File: src/rtl/terq_pkg.sv
// Shared constants, codes and types of the timed event release queue.
package terq_pkg;

  localparam int unsigned QueueDepthDefault = 32;

  localparam logic [23:0] MsPerSampleReset = 24'd1486;
  localparam logic [9:0]  LookaheadReset   = 10'd20;
  localparam logic [15:0] LateLimitReset   = 16'd200;
  localparam logic [15:0] IdleWaitReset    = 16'd500;

  localparam int unsigned TimeW    = 48;
  localparam int unsigned PayloadW = 26;

  localparam logic [1:0] ReqInsert = 2'd0;
  localparam logic [1:0] ReqTick   = 2'd1;
  localparam logic [1:0] ReqClear  = 2'd2;

  localparam logic [2:0] KindInserted = 3'd0;
  localparam logic [2:0] KindFull     = 3'd1;
  localparam logic [2:0] KindReleased = 3'd2;
  localparam logic [2:0] KindDropped  = 3'd3;
  localparam logic [2:0] KindNotDue   = 3'd4;
  localparam logic [2:0] KindCleared  = 3'd5;

  localparam logic [1:0] CfgMsPerSample = 2'd0;
  localparam logic [1:0] CfgLookahead   = 2'd1;
  localparam logic [1:0] CfgLateLimit   = 2'd2;
  localparam logic [1:0] CfgIdleWait    = 2'd3;

  // Commands from the controller to the datapath.
  typedef struct packed {
    logic load;       // capture the request and start the time product
    logic calc;       // form the insert time from the product
    logic rd_issue;   // read the memory at the walk address
    logic rd_check;   // compare the read entry and step the walk
    logic wr_insert;  // write the new entry at the walk address
    logic mv_issue;   // read the entry for a shift
    logic mv_write;   // write the shifted entry
    logic head_eval;  // evaluate the head for a tick
    logic finish;     // latch the result item
    logic clear;      // empty the queue
  } terq_cmd_t;

  // Status from the datapath to the controller.
  typedef struct packed {
    logic [1:0] req;
    logic       full;
    logic       empty;
    logic       walk_done;
    logic       found;
    logic       move_done;
    logic       head_due;
  } terq_stat_t;

endpackage

File: src/rtl/terq_ctrl.sv
// Controller state machine of the timed event release queue.
module terq_ctrl (
  input  logic                clk_i,
  input  logic                rst_ni,
  input  logic                in_fire_i,
  input  logic                out_fire_i,
  input  terq_pkg::terq_stat_t stat_i,
  output terq_pkg::terq_cmd_t  cmd_o,
  output logic                in_ready_o,
  output logic                out_valid_o
);

  typedef enum logic [3:0] {
    StIdle, StCalc, StDecide, StRdIssue, StRdWait, StRdCheck,
    StShIssue, StShWait, StShWrite, StInsert, StHeadIssue, StHeadWait,
    StPopIssue, StPopWait, StPopWrite, StOut
  } state_e;

  state_e state_q, state_d;
  logic   valid_q, valid_d;

  always_comb begin
    state_d = state_q;
    valid_d = valid_q;
    cmd_o   = '0;
    if (out_fire_i) begin
      valid_d = 1'b0;
    end
    case (state_q)
      StIdle: begin
        if (in_fire_i) begin
          cmd_o.load = 1'b1;
          state_d = StCalc;
        end
      end
      StCalc: begin
        cmd_o.calc = 1'b1;
        state_d = StDecide;
      end
      StDecide: begin
        if (!valid_q || out_fire_i) begin
          case (stat_i.req)
            terq_pkg::ReqInsert: begin
              if (stat_i.full) begin
                state_d = StOut;
              end else begin
                state_d = StRdIssue;
              end
            end
            terq_pkg::ReqTick: begin
              if (stat_i.empty) begin
                state_d = StOut;
              end else begin
                state_d = StHeadIssue;
              end
            end
            terq_pkg::ReqClear: begin
              cmd_o.clear = 1'b1;
              state_d = StOut;
            end
            default: state_d = StIdle;
          endcase
        end
      end
      StRdIssue: begin
        if (stat_i.walk_done) begin
          state_d = StShIssue;
        end else begin
          cmd_o.rd_issue = 1'b1;
          state_d = StRdWait;
        end
      end
      StRdWait: state_d = StRdCheck;
      StRdCheck: begin
        cmd_o.rd_check = 1'b1;
        if (stat_i.found) begin
          state_d = StShIssue;
        end else begin
          state_d = StRdIssue;
        end
      end
      StShIssue: begin
        if (stat_i.move_done) begin
          state_d = StInsert;
        end else begin
          cmd_o.mv_issue = 1'b1;
          state_d = StShWait;
        end
      end
      StShWait: state_d = StShWrite;
      StShWrite: begin
        cmd_o.mv_write = 1'b1;
        state_d = StShIssue;
      end
      StInsert: begin
        cmd_o.wr_insert = 1'b1;
        state_d = StOut;
      end
      StHeadIssue: begin
        cmd_o.rd_issue = 1'b1;
        state_d = StHeadWait;
      end
      StHeadWait: begin
        cmd_o.head_eval = 1'b1;
        if (stat_i.head_due) begin
          state_d = StPopIssue;
        end else begin
          state_d = StOut;
        end
      end
      StPopIssue: begin
        if (stat_i.move_done) begin
          state_d = StOut;
        end else begin
          cmd_o.mv_issue = 1'b1;
          state_d = StPopWait;
        end
      end
      StPopWait: state_d = StPopWrite;
      StPopWrite: begin
        cmd_o.mv_write = 1'b1;
        state_d = StPopIssue;
      end
      StOut: begin
        cmd_o.finish = 1'b1;
        valid_d = 1'b1;
        state_d = StIdle;
      end
      default: state_d = StIdle;
    endcase
  end

  always_ff @(posedge clk_i or negedge rst_ni) begin
    if (!rst_ni) begin
      state_q <= StIdle;
      valid_q <= 1'b0;
    end else begin
      state_q <= state_d;
      valid_q <= valid_d;
    end
  end

  assign in_ready_o  = (state_q == StIdle);
  assign out_valid_o = valid_q;

endmodule

File: src/rtl/terq_datapath.sv
// Datapath of the timed event release queue: entry memory, walk and arithmetic.
module terq_datapath #(
  parameter int unsigned QueueDepth = terq_pkg::QueueDepthDefault
) (
  input  logic                 clk_i,
  input  logic                 rst_ni,
  input  terq_pkg::terq_cmd_t  cmd_i,
  output terq_pkg::terq_stat_t stat_o,
  input  logic [1:0]           req_type_i,
  input  logic [31:0]          block_start_ms_i,
  input  logic [15:0]          sample_offset_i,
  input  logic [23:0]          msg_bytes_i,
  input  logic [1:0]           msg_len_i,
  input  logic [31:0]          now_ms_i,
  input  logic [23:0]          ms_per_sample_i,
  input  logic [9:0]           lookahead_i,
  input  logic [15:0]          late_limit_i,
  input  logic [15:0]          idle_wait_i,
  output logic [2:0]           result_kind_o,
  output logic [23:0]          out_bytes_o,
  output logic [1:0]           out_len_o,
  output logic [31:0]          release_ms_o,
  output logic [31:0]          wait_ms_o,
  output logic [5:0]           queue_count_o
);

  localparam int unsigned AddrW  = (QueueDepth > 1) ? $clog2(QueueDepth) : 1;
  localparam int unsigned CountW = $clog2(QueueDepth + 1);
  localparam int unsigned EntryW = terq_pkg::TimeW + terq_pkg::PayloadW;
  localparam int unsigned TimeW  = terq_pkg::TimeW;

  logic [EntryW-1:0] mem_q [QueueDepth];
  logic [EntryW-1:0] rd_q;

  logic [CountW-1:0] count_q;
  logic [CountW-1:0] walk_q;
  logic [CountW-1:0] mv_q;
  logic              pop_q;
  logic              rej_q;
  logic [1:0]        req_q;
  logic [31:0]       start_q;
  logic [39:0]       prod_q;
  logic [31:0]       now_q;
  logic [terq_pkg::PayloadW-1:0] pay_q;
  logic [TimeW-1:0]  t_q;
  logic [32:0]       limit_q;
  logic [32:0]       rel_q;
  logic [2:0]        kind_q;
  logic [terq_pkg::PayloadW-1:0] opay_q;
  logic [31:0]       orel_q;
  logic [31:0]       owait_q;

  logic [48:0] t_sum;
  logic [32:0] rel_w;
  logic [32:0] rel_sat;
  logic [33:0] late_sum;
  logic        found_w;

  assign t_sum   = {1'b0, start_q, 16'd0} + {9'd0, prod_q};
  assign rel_w   = {1'b0, rd_q[EntryW-1 -: 32]} +
                   {32'd0, rd_q[terq_pkg::PayloadW + 15]};
  assign rel_sat = rel_w[32] ? {1'b0, 32'hFFFF_FFFF} : rel_w;
  assign late_sum = {1'b0, rel_q} + {18'd0, late_limit_i};
  assign found_w  = rd_q[EntryW-1 -: TimeW] > t_q;

  assign stat_o.req       = req_q;
  assign stat_o.full      = (count_q >= CountW'(QueueDepth));
  assign stat_o.empty     = (count_q == '0);
  assign stat_o.walk_done = (walk_q == count_q);
  assign stat_o.found     = found_w;
  assign stat_o.move_done = pop_q ? (mv_q + CountW'(1) >= count_q)
                                  : (mv_q == walk_q);
  assign stat_o.head_due  = (rel_sat <= limit_q);

  // Memory port: one read and one write address per cycle.
  logic [AddrW-1:0] rd_addr;
  always_comb begin
    if (cmd_i.mv_issue) begin
      rd_addr = pop_q ? AddrW'(mv_q + CountW'(1)) : AddrW'(mv_q - CountW'(1));
    end else begin
      rd_addr = AddrW'(walk_q);
    end
  end

  always_ff @(posedge clk_i) begin
    if (cmd_i.rd_issue || cmd_i.mv_issue) begin
      rd_q <= mem_q[rd_addr];
    end
    if (cmd_i.mv_write) begin
      mem_q[AddrW'(mv_q)] <= rd_q;
    end else if (cmd_i.wr_insert) begin
      mem_q[AddrW'(walk_q)] <= {t_q, pay_q};
    end
  end

  // The result registers are only written after the previous result has
  // been taken, so a waiting result stays unchanged.
  always_ff @(posedge clk_i) begin
    if (cmd_i.load) begin
      start_q <= block_start_ms_i;
      prod_q  <= {24'd0, sample_offset_i} * {16'd0, ms_per_sample_i};
      now_q   <= now_ms_i;
      pay_q   <= {msg_len_i, msg_bytes_i};
    end
    if (cmd_i.calc) begin
      t_q     <= t_sum[48] ? {TimeW{1'b1}} : t_sum[TimeW-1:0];
      limit_q <= {1'b0, now_q} + {23'd0, lookahead_i};
      rej_q   <= stat_o.full;
    end
    if (cmd_i.head_eval) begin
      rel_q  <= rel_sat;
      opay_q <= rd_q[terq_pkg::PayloadW-1:0];
      if (rel_sat > limit_q) begin
        owait_q <= 32'(rel_sat - limit_q);
      end
    end
    if (cmd_i.finish) begin
      case (req_q)
        terq_pkg::ReqInsert: begin
          kind_q  <= rej_q ? terq_pkg::KindFull : terq_pkg::KindInserted;
          opay_q  <= '0;
          orel_q  <= '0;
          owait_q <= '0;
        end
        terq_pkg::ReqTick: begin
          if (pop_q) begin
            kind_q  <= (late_sum > {2'b0, now_q}) ? terq_pkg::KindReleased
                                                   : terq_pkg::KindDropped;
            orel_q  <= rel_q[31:0];
            owait_q <= '0;
          end else if (stat_o.empty) begin
            kind_q  <= terq_pkg::KindNotDue;
            owait_q <= {16'd0, idle_wait_i};
            opay_q  <= '0;
            orel_q  <= '0;
          end else begin
            kind_q <= terq_pkg::KindNotDue;
            opay_q <= '0;
            orel_q <= '0;
          end
        end
        default: begin
          kind_q  <= terq_pkg::KindCleared;
          opay_q  <= '0;
          orel_q  <= '0;
          owait_q <= '0;
        end
      endcase
    end
  end

  always_ff @(posedge clk_i or negedge rst_ni) begin
    if (!rst_ni) begin
      count_q <= '0;
      walk_q  <= '0;
      mv_q    <= '0;
      pop_q   <= 1'b0;
      req_q   <= terq_pkg::ReqInsert;
    end else begin
      if (cmd_i.load) begin
        req_q  <= req_type_i;
        walk_q <= '0;
        pop_q  <= 1'b0;
        mv_q   <= count_q;
      end
      if (cmd_i.rd_check && !found_w) begin
        walk_q <= walk_q + CountW'(1);
      end
      if (cmd_i.head_eval && (rel_sat <= limit_q)) begin
        pop_q <= 1'b1;
        mv_q  <= '0;
      end
      if (cmd_i.mv_write) begin
        mv_q <= pop_q ? mv_q + CountW'(1) : mv_q - CountW'(1);
      end
      if (cmd_i.wr_insert) begin
        count_q <= count_q + CountW'(1);
      end
      if (cmd_i.mv_issue == 1'b0 && pop_q && stat_o.move_done && cmd_i.finish) begin
        count_q <= count_q - CountW'(1);
      end
      if (cmd_i.clear) begin
        count_q <= '0;
      end
    end
  end

  assign result_kind_o = kind_q;
  assign out_bytes_o   = opay_q[23:0];
  assign out_len_o     = opay_q[25:24];
  assign release_ms_o  = orel_q;
  assign wait_ms_o     = owait_q;
  assign queue_count_o = 6'(count_q);

endmodule

File: src/rtl/timed_event_release_queue.sv
// Top level of the timed event release queue.
// This block keeps up to QUEUE_DEPTH short messages sorted by release time
// in Q16 milliseconds, with equal times kept in arrival order. Each input item
// is an insert, a tick or a clear, selected by tuser, and each yields exactly
// one result item whose kind travels in tuser; an unknown request is dropped
// without a result. An item is handled by a controller that steps one memory
// port. An insert walks the held entries until it finds the first later one
// and then shifts the later ones up before it writes the new entry. A tick
// that pops shifts the remaining entries down; a tick that pops nothing only
// reads the head, and a clear, a rejected insert or a tick on an empty queue
// goes straight to its result. The entry memory needs no clearing pass after
// reset. The finished result waits in an output register; the next item is
// taken right away, but after its load and calc states it holds until the
// waiting result has been accepted.
module timed_event_release_queue #(
  parameter int unsigned QUEUE_DEPTH = terq_pkg::QueueDepthDefault
) (
  input  logic         clk_i,
  input  logic         rst_ni,
  input  logic         s_axis_tvalid,
  output logic         s_axis_tready,
  // low bit up: block_start_ms[31:0], sample_offset[47:32], msg_bytes[71:48],
  // msg_len[73:72], now_ms[105:74], zero fill to 112
  input  logic [111:0] s_axis_tdata,
  // req_type[1:0]
  input  logic [1:0]   s_axis_tuser,
  output logic         m_axis_tvalid,
  input  logic         m_axis_tready,
  // low bit up: out_bytes[23:0], out_len[25:24], release_ms[57:26],
  // wait_ms[89:58], queue_count[95:90]
  output logic [95:0]  m_axis_tdata,
  // result_kind[2:0]
  output logic [2:0]   m_axis_tuser,
  input  logic         cfg_we_i,
  input  logic [1:0]   cfg_index_i,
  input  logic [23:0]  cfg_wdata_i
);

  terq_pkg::terq_cmd_t  cmd;
  terq_pkg::terq_stat_t stat;

  logic [23:0] ms_per_sample_q;
  logic [9:0]  lookahead_q;
  logic [15:0] late_limit_q;
  logic [15:0] idle_wait_q;

  logic [2:0]  result_kind;
  logic [23:0] out_bytes;
  logic [1:0]  out_len;
  logic [31:0] release_ms;
  logic [31:0] wait_ms;
  logic [5:0]  queue_count;

  // Configuration registers; write them only while the block is idle, unchecked.
  always_ff @(posedge clk_i or negedge rst_ni) begin
    if (!rst_ni) begin
      ms_per_sample_q <= terq_pkg::MsPerSampleReset;
      lookahead_q     <= terq_pkg::LookaheadReset;
      late_limit_q    <= terq_pkg::LateLimitReset;
      idle_wait_q     <= terq_pkg::IdleWaitReset;
    end else if (cfg_we_i) begin
      case (cfg_index_i)
        terq_pkg::CfgMsPerSample: ms_per_sample_q <= cfg_wdata_i;
        terq_pkg::CfgLookahead:   lookahead_q     <= cfg_wdata_i[9:0];
        terq_pkg::CfgLateLimit:   late_limit_q    <= cfg_wdata_i[15:0];
        terq_pkg::CfgIdleWait:    idle_wait_q     <= cfg_wdata_i[15:0];
        default: ;
      endcase
    end
  end

  terq_ctrl u_ctrl (
    .clk_i       (clk_i),
    .rst_ni      (rst_ni),
    .in_fire_i   (s_axis_tvalid && s_axis_tready),
    .out_fire_i  (m_axis_tvalid && m_axis_tready),
    .stat_i      (stat),
    .cmd_o       (cmd),
    .in_ready_o  (s_axis_tready),
    .out_valid_o (m_axis_tvalid)
  );

  terq_datapath #(
    .QueueDepth (QUEUE_DEPTH)
  ) u_datapath (
    .clk_i            (clk_i),
    .rst_ni           (rst_ni),
    .cmd_i            (cmd),
    .stat_o           (stat),
    .req_type_i       (s_axis_tuser),
    .block_start_ms_i (s_axis_tdata[31:0]),
    .sample_offset_i  (s_axis_tdata[47:32]),
    .msg_bytes_i      (s_axis_tdata[71:48]),
    .msg_len_i        (s_axis_tdata[73:72]),
    .now_ms_i         (s_axis_tdata[105:74]),
    .ms_per_sample_i  (ms_per_sample_q),
    .lookahead_i      (lookahead_q),
    .late_limit_i     (late_limit_q),
    .idle_wait_i      (idle_wait_q),
    .result_kind_o    (result_kind),
    .out_bytes_o      (out_bytes),
    .out_len_o        (out_len),
    .release_ms_o     (release_ms),
    .wait_ms_o        (wait_ms),
    .queue_count_o    (queue_count)
  );

  assign m_axis_tdata = {queue_count, wait_ms, release_ms, out_len, out_bytes};
  assign m_axis_tuser = result_kind;

endmodule

File: config.mk
export PLATFORM = sky130hd
export DESIGN_NAME = timed_event_release_queue
export DESIGN_NICKNAME = d
export VERILOG_FILES = /design/src/rtl/terq_pkg.sv /design/src/rtl/terq_ctrl.sv /design/src/rtl/terq_datapath.sv /design/src/rtl/timed_event_release_queue.sv
export SDC_FILE = /design/constraint.sdc
export NUM_CORES = 2
export LEC_CHECK = 0
export BUFFER_PORTS_ARGS = -buffer_cell sky130_fd_sc_hd__buf_2
export CAP_MARGIN = 20
export CORE_MARGIN = 1
export CORE_UTILIZATION = 55
export DETAILED_ROUTE_END_ITERATION = 16
export GPL_TIMING_DRIVEN = 0
export PLACE_DENSITY_LB_ADDON = 0.08
export SYNTH_ARGS = -nofsm -noshare
export SYNTH_HDL_FRONTEND = slang
export SYNTH_HIERARCHICAL = 1
export SYNTH_SLANG_ARGS = --single-unit
File: constraint.sdc
create_clock -name clk_i -period 20.5 [get_ports clk_i]
set_input_delay 1.025 -clock clk_i [delete_from_list [all_inputs] [get_ports clk_i]]
set_output_delay 1.025 -clock clk_i [all_outputs]
set_load 0.01 [all_outputs]
==> reports/qor.txt <==
GRT
------------------------------------------------------------------------------------------------------
Global-route wire length before repair                                                       503000 um
Vias in the first global route                                                                   74091
Initial antenna violation count                                                                     27
Pin count of the biggest net entering global routing                                                65
Overall routing resource usage                                                                   29.3%
Global route total overflow                                                                          0

STA
------------------------------------------------------------------------------------------------------
Post-route setup TNS                                                                              0 ns
Final number of max-transition violations                                                            0
Count of endpoints failing hold in the final timing report                                           0
Max Clock Skew                                                                               0.0792 ns
Worst-Margin Slew                                                                              1.23 ns
Normalized max-slew margin                                                                       17.9%
Final worst path period share                                                                    36.4%
Endpoints failing setup                                                                              0
RSZ-0062 raised after global routing                                                             false
Shortest period the worst path allows                                                          7.46 ns
Maximum clock rate                                                                           0.134 GHz

ROUTE
------------------------------------------------------------------------------------------------------
Routed wire length                                                                           343000 um
Remaining antenna violation count                                                                    0
First drt pass iteration count                                                                       6
Via/cell ratio                                                                                    6.04
Via count of the routed design                                                                   72959
Final routed wire length divided by cell count                                                 28.4 um
Initial DRC Count                                                                                 7271
Drc violations                                                                                       0

CTS
------------------------------------------------------------------------------------------------------
TritonCTS Sinks                                                                                   2871
H-tree level count                                                                                   5
Post-CTS setup buffer count                                                                          0
Maximum buffer depth of the clock tree                                                               4
Root Buffer Master                                                                        sky130_fd_sc_hd__clkbuf_16
Number of buffers created by CTS                                                                   313
Cts repair resizes                                                                                   0
Clock transition at the register clock pins on the worst setup and hold paths after CTS        0.06 ns
Later-pin clock latency in the skew report                                                     0.96 ns
Count of hold-fix buffers inserted at cts                                                            0
TritonCTS clock tree                                                                             built

SETUP PATH
------------------------------------------------------------------------------------------------------
End of the worst register-to-register path                                                u_datapath/prod_q[32]
Worst reg-to-reg setup slack                                                                  13.04 ns
Worst flop-to-flop path startpoint                                                        ms_per_sample_q[14]
Start point of the critical path                                                          ms_per_sample_q[14]
Maximum fanout encountered on the critical timing path                                              10
Critical path endpoint category                                                              flip-flop
Worst EP arrival                                                                               8.18 ns
Kind of launch point of the worst setup path                                                 flip-flop
Required time at the worst-slack endpoint                                                     21.22 ns
Depth of the most critical reg-to-reg path                                                          22
Start-to-end type of the worst setup path                                                 flip-flop to flip-flop

FLOORPLANNING
------------------------------------------------------------------------------------------------------
Die Ht                                                                                          487 um
Starting density of the core                                                                     55.4%
Area of the die                                                                            237000 um^2
I/O pins                                                                                           246
DIE WIDTH                                                                                       487 um
Core Region                                                                                233000 um^2
Number of placement rows                                                                           177

LOGIC SYNTHESIS
------------------------------------------------------------------------------------------------------
Post-synthesis net count                                                                          8780
Share of the yosys chip area belonging to registers                                              65.9%
Number of enable-type register cells in the synthesized netlist                                   2721
Avg Inst Size Synth                                                                          16.1 um^2
Number of cells produced by synthesis                                                             8031
Mapped cell area                                                                           129000 um^2
Number of distinct library cells after synthesis                                                    96
Proportion of register bits with asynchronous set or reset after synthesis                       3.20%
Seq cells post-synth                                                                              2871
Total of warnings raised by yosys                                                                    6
Leading register cell type out of synthesis                                               sky130_fd_sc_hd__edfxtp_1

STATUS
------------------------------------------------------------------------------------------------------
Status                                                                                    finished, final reports clean

FINAL LAYOUT
------------------------------------------------------------------------------------------------------
Share of final-layout standard cells stronger than drive strength 1                              20.4%
Final nets                                                                                        9458
Area growth from synthesis to final layout                                                       13.7%
# fillers                                                                                        16933

HOLD PATH
------------------------------------------------------------------------------------------------------
Hold Path Class                                                                           input pin to async pin

FLOW RUN
------------------------------------------------------------------------------------------------------
Number of maximum-capacitance constraint violations                                                  0

PLACED DESIGN
------------------------------------------------------------------------------------------------------
Port Buf Inserts                                                                                   239
DP HPWL                                                                                      242000 um
Global placer's final weighted congestion                                                        0.899

[flip-flops by register name (all words and copies together), names as in the netlist, 10 cells and up]
signal	cells
u_datapath/now_q	32
u_datapath/prod_q	40
u_datapath/limit_q	33
u_datapath/rd_q	74
u_datapath/t_q	48
u_datapath/wait_ms_o	32
late_limit_q	16
idle_wait_q	16
u_datapath/release_ms_o	32
u_datapath/start_q	32
lookahead_q	10
u_datapath/pay_q	26
u_datapath/rel_q	32
u_datapath/mem_q	2368
u_datapath/opay_q	26
ms_per_sample_q	24
[area by class of cell]
cell class | count | area [um^2] | share of cell area [%]
Sequential cell | 2871 | 85200 | 57.9
Multi-Input combinational cell | 4272 | 40800 | 27.7
Clock buffer | 406 | 8520 | 5.79
Tap cell | 3132 | 3920 | 2.66
Timing Repair Buffer | 363 | 3610 | 2.45
Inverter | 516 | 1940 | 1.32
Buffer | 372 | 1750 | 1.19
Clock inverter | 139 | 1350 | 0.916
Antenna cell | 6 | 15.0 | 0.0102
[synthesized netlist by cell type (140+ instances only)]
cell type / instances / area share [%]
sky130_fd_sc_hd__and2_1: 200 / 0.97
sky130_fd_sc_hd__buf_2: 140 / 0.54
sky130_fd_sc_hd__clkbuf_1: 156 / 0.45
sky130_fd_sc_hd__edfxtp_1: 2721 / 63
sky130_fd_sc_hd__fa_1: 311 / 4.8
sky130_fd_sc_hd__ha_1: 293 / 2.8
sky130_fd_sc_hd__inv_1: 516 / 1.5
sky130_fd_sc_hd__mux2_2: 146 / 1.3
sky130_fd_sc_hd__mux4_2: 592 / 10
sky130_fd_sc_hd__nand2_1: 1055 / 3.1
sky130_fd_sc_hd__nand3_1: 435 / 1.7
sky130_fd_sc_hd__nor2_1: 184 / 0.53
[how the worst max path moves through the flow]
stage / end / slack [ns] / cells after the start
floorplan: u_datapath/limit_q[0] / 13.63 / 3
global placement: u_datapath/mem_q[18][57] / 8.37 / 10
detailed placement: u_datapath/prod_q[32] / 12.66 / 23
CTS: u_datapath/prod_q[32] / 13.07 / 22
global route: u_datapath/prod_q[32] / 12.81 / 22
finish: u_datapath/prod_q[32] / 13.04 / 22
[cells by family after synthesis]
family                   Yosys count  share of synthesized area, %
flip-flops                      2871                          65.9
AND/OR/NAND/NOR                 2111                          7.44
buffers and inverters            888                          2.84
multiplexers                     804                          12.1
adder cells (fa/ha/maj)          604                          7.65
AO/OA/AOI/OAI                    574                          2.88
XOR/XNOR                         179                          1.21
[worst max-delay path, cell delays in order (launching register included)]
cell	delay [ns]
sky130_fd_sc_hd__dfrtp_1	0.64
sky130_fd_sc_hd__clkbuf_1	0.62
sky130_fd_sc_hd__nand2_1	0.18
sky130_fd_sc_hd__fa_1	0.57
sky130_fd_sc_hd__inv_1	0.06
sky130_fd_sc_hd__fa_1	0.52
sky130_fd_sc_hd__inv_1	0.05
sky130_fd_sc_hd__fa_1	0.50
sky130_fd_sc_hd__inv_1	0.06
sky130_fd_sc_hd__fa_1	0.52
sky130_fd_sc_hd__fa_1	0.52
sky130_fd_sc_hd__inv_1	0.06
sky130_fd_sc_hd__fa_1	0.48
sky130_fd_sc_hd__inv_1	0.05
sky130_fd_sc_hd__ha_1	0.33
sky130_fd_sc_hd__a21o_1	0.20
sky130_fd_sc_hd__a21oi_1	0.15
sky130_fd_sc_hd__o21bai_1	0.11
sky130_fd_sc_hd__a221oi_2	0.51
sky130_fd_sc_hd__o21ai_2	0.21
sky130_fd_sc_hd__a211o_1	0.36
sky130_fd_sc_hd__a2111oi_0	0.41
sky130_fd_sc_hd__nand3b_1	0.19
[per-stage QoR]
| stage | utilization [%] | setup WS (ns) | cells | hold slack [ns] | area [um^2] |
|---|---|---|---|---|---|
| floorplan | - | 13.63 | 8031 | 0.436 | 129000 |
| global placement | 57.6 | 8.37 | 11402 | 0.457 | 134000 |
| detailed placement | 58.8 | 12.66 | 11525 | 0.471 | 137000 |
| CTS | 63.0 | 13.07 | 12070 | 0.0527 | 147000 |
| global route | 63.1 | 12.81 | 12073 | 0.0909 | 147000 |
| finish | 63.1 | 13.04 | 12077 | 0.0956 | 147000 |
[placed cells by master (no fill, tap or decap), drive strengths merged, types with 177 or more instances in the layout]
cell	n
edfxtp	2721
nor2	184
fa	311
o21ai	177
and2	200
nand3	437
buf	575
nand2	1056
mux4	592
ha	293
clkbuf	566
inv	527
[layer usage]
metal | part of all wire (%) | GRT usage [%] | vias to the layer above
met1 | 40 | 40.3 | 37954
met2 | 49 | 48.5 | 2985
met3 | 7.5 | 4.63 | 561
met5 | 0.012 | 0 | -
li1 | - | - | 31453
met4 | 3.2 | 8.84 | 6
Power is left out: the tool's default activity adds up to more than one toggle a clock period on the data nets, which glitch-free logic cannot reach.
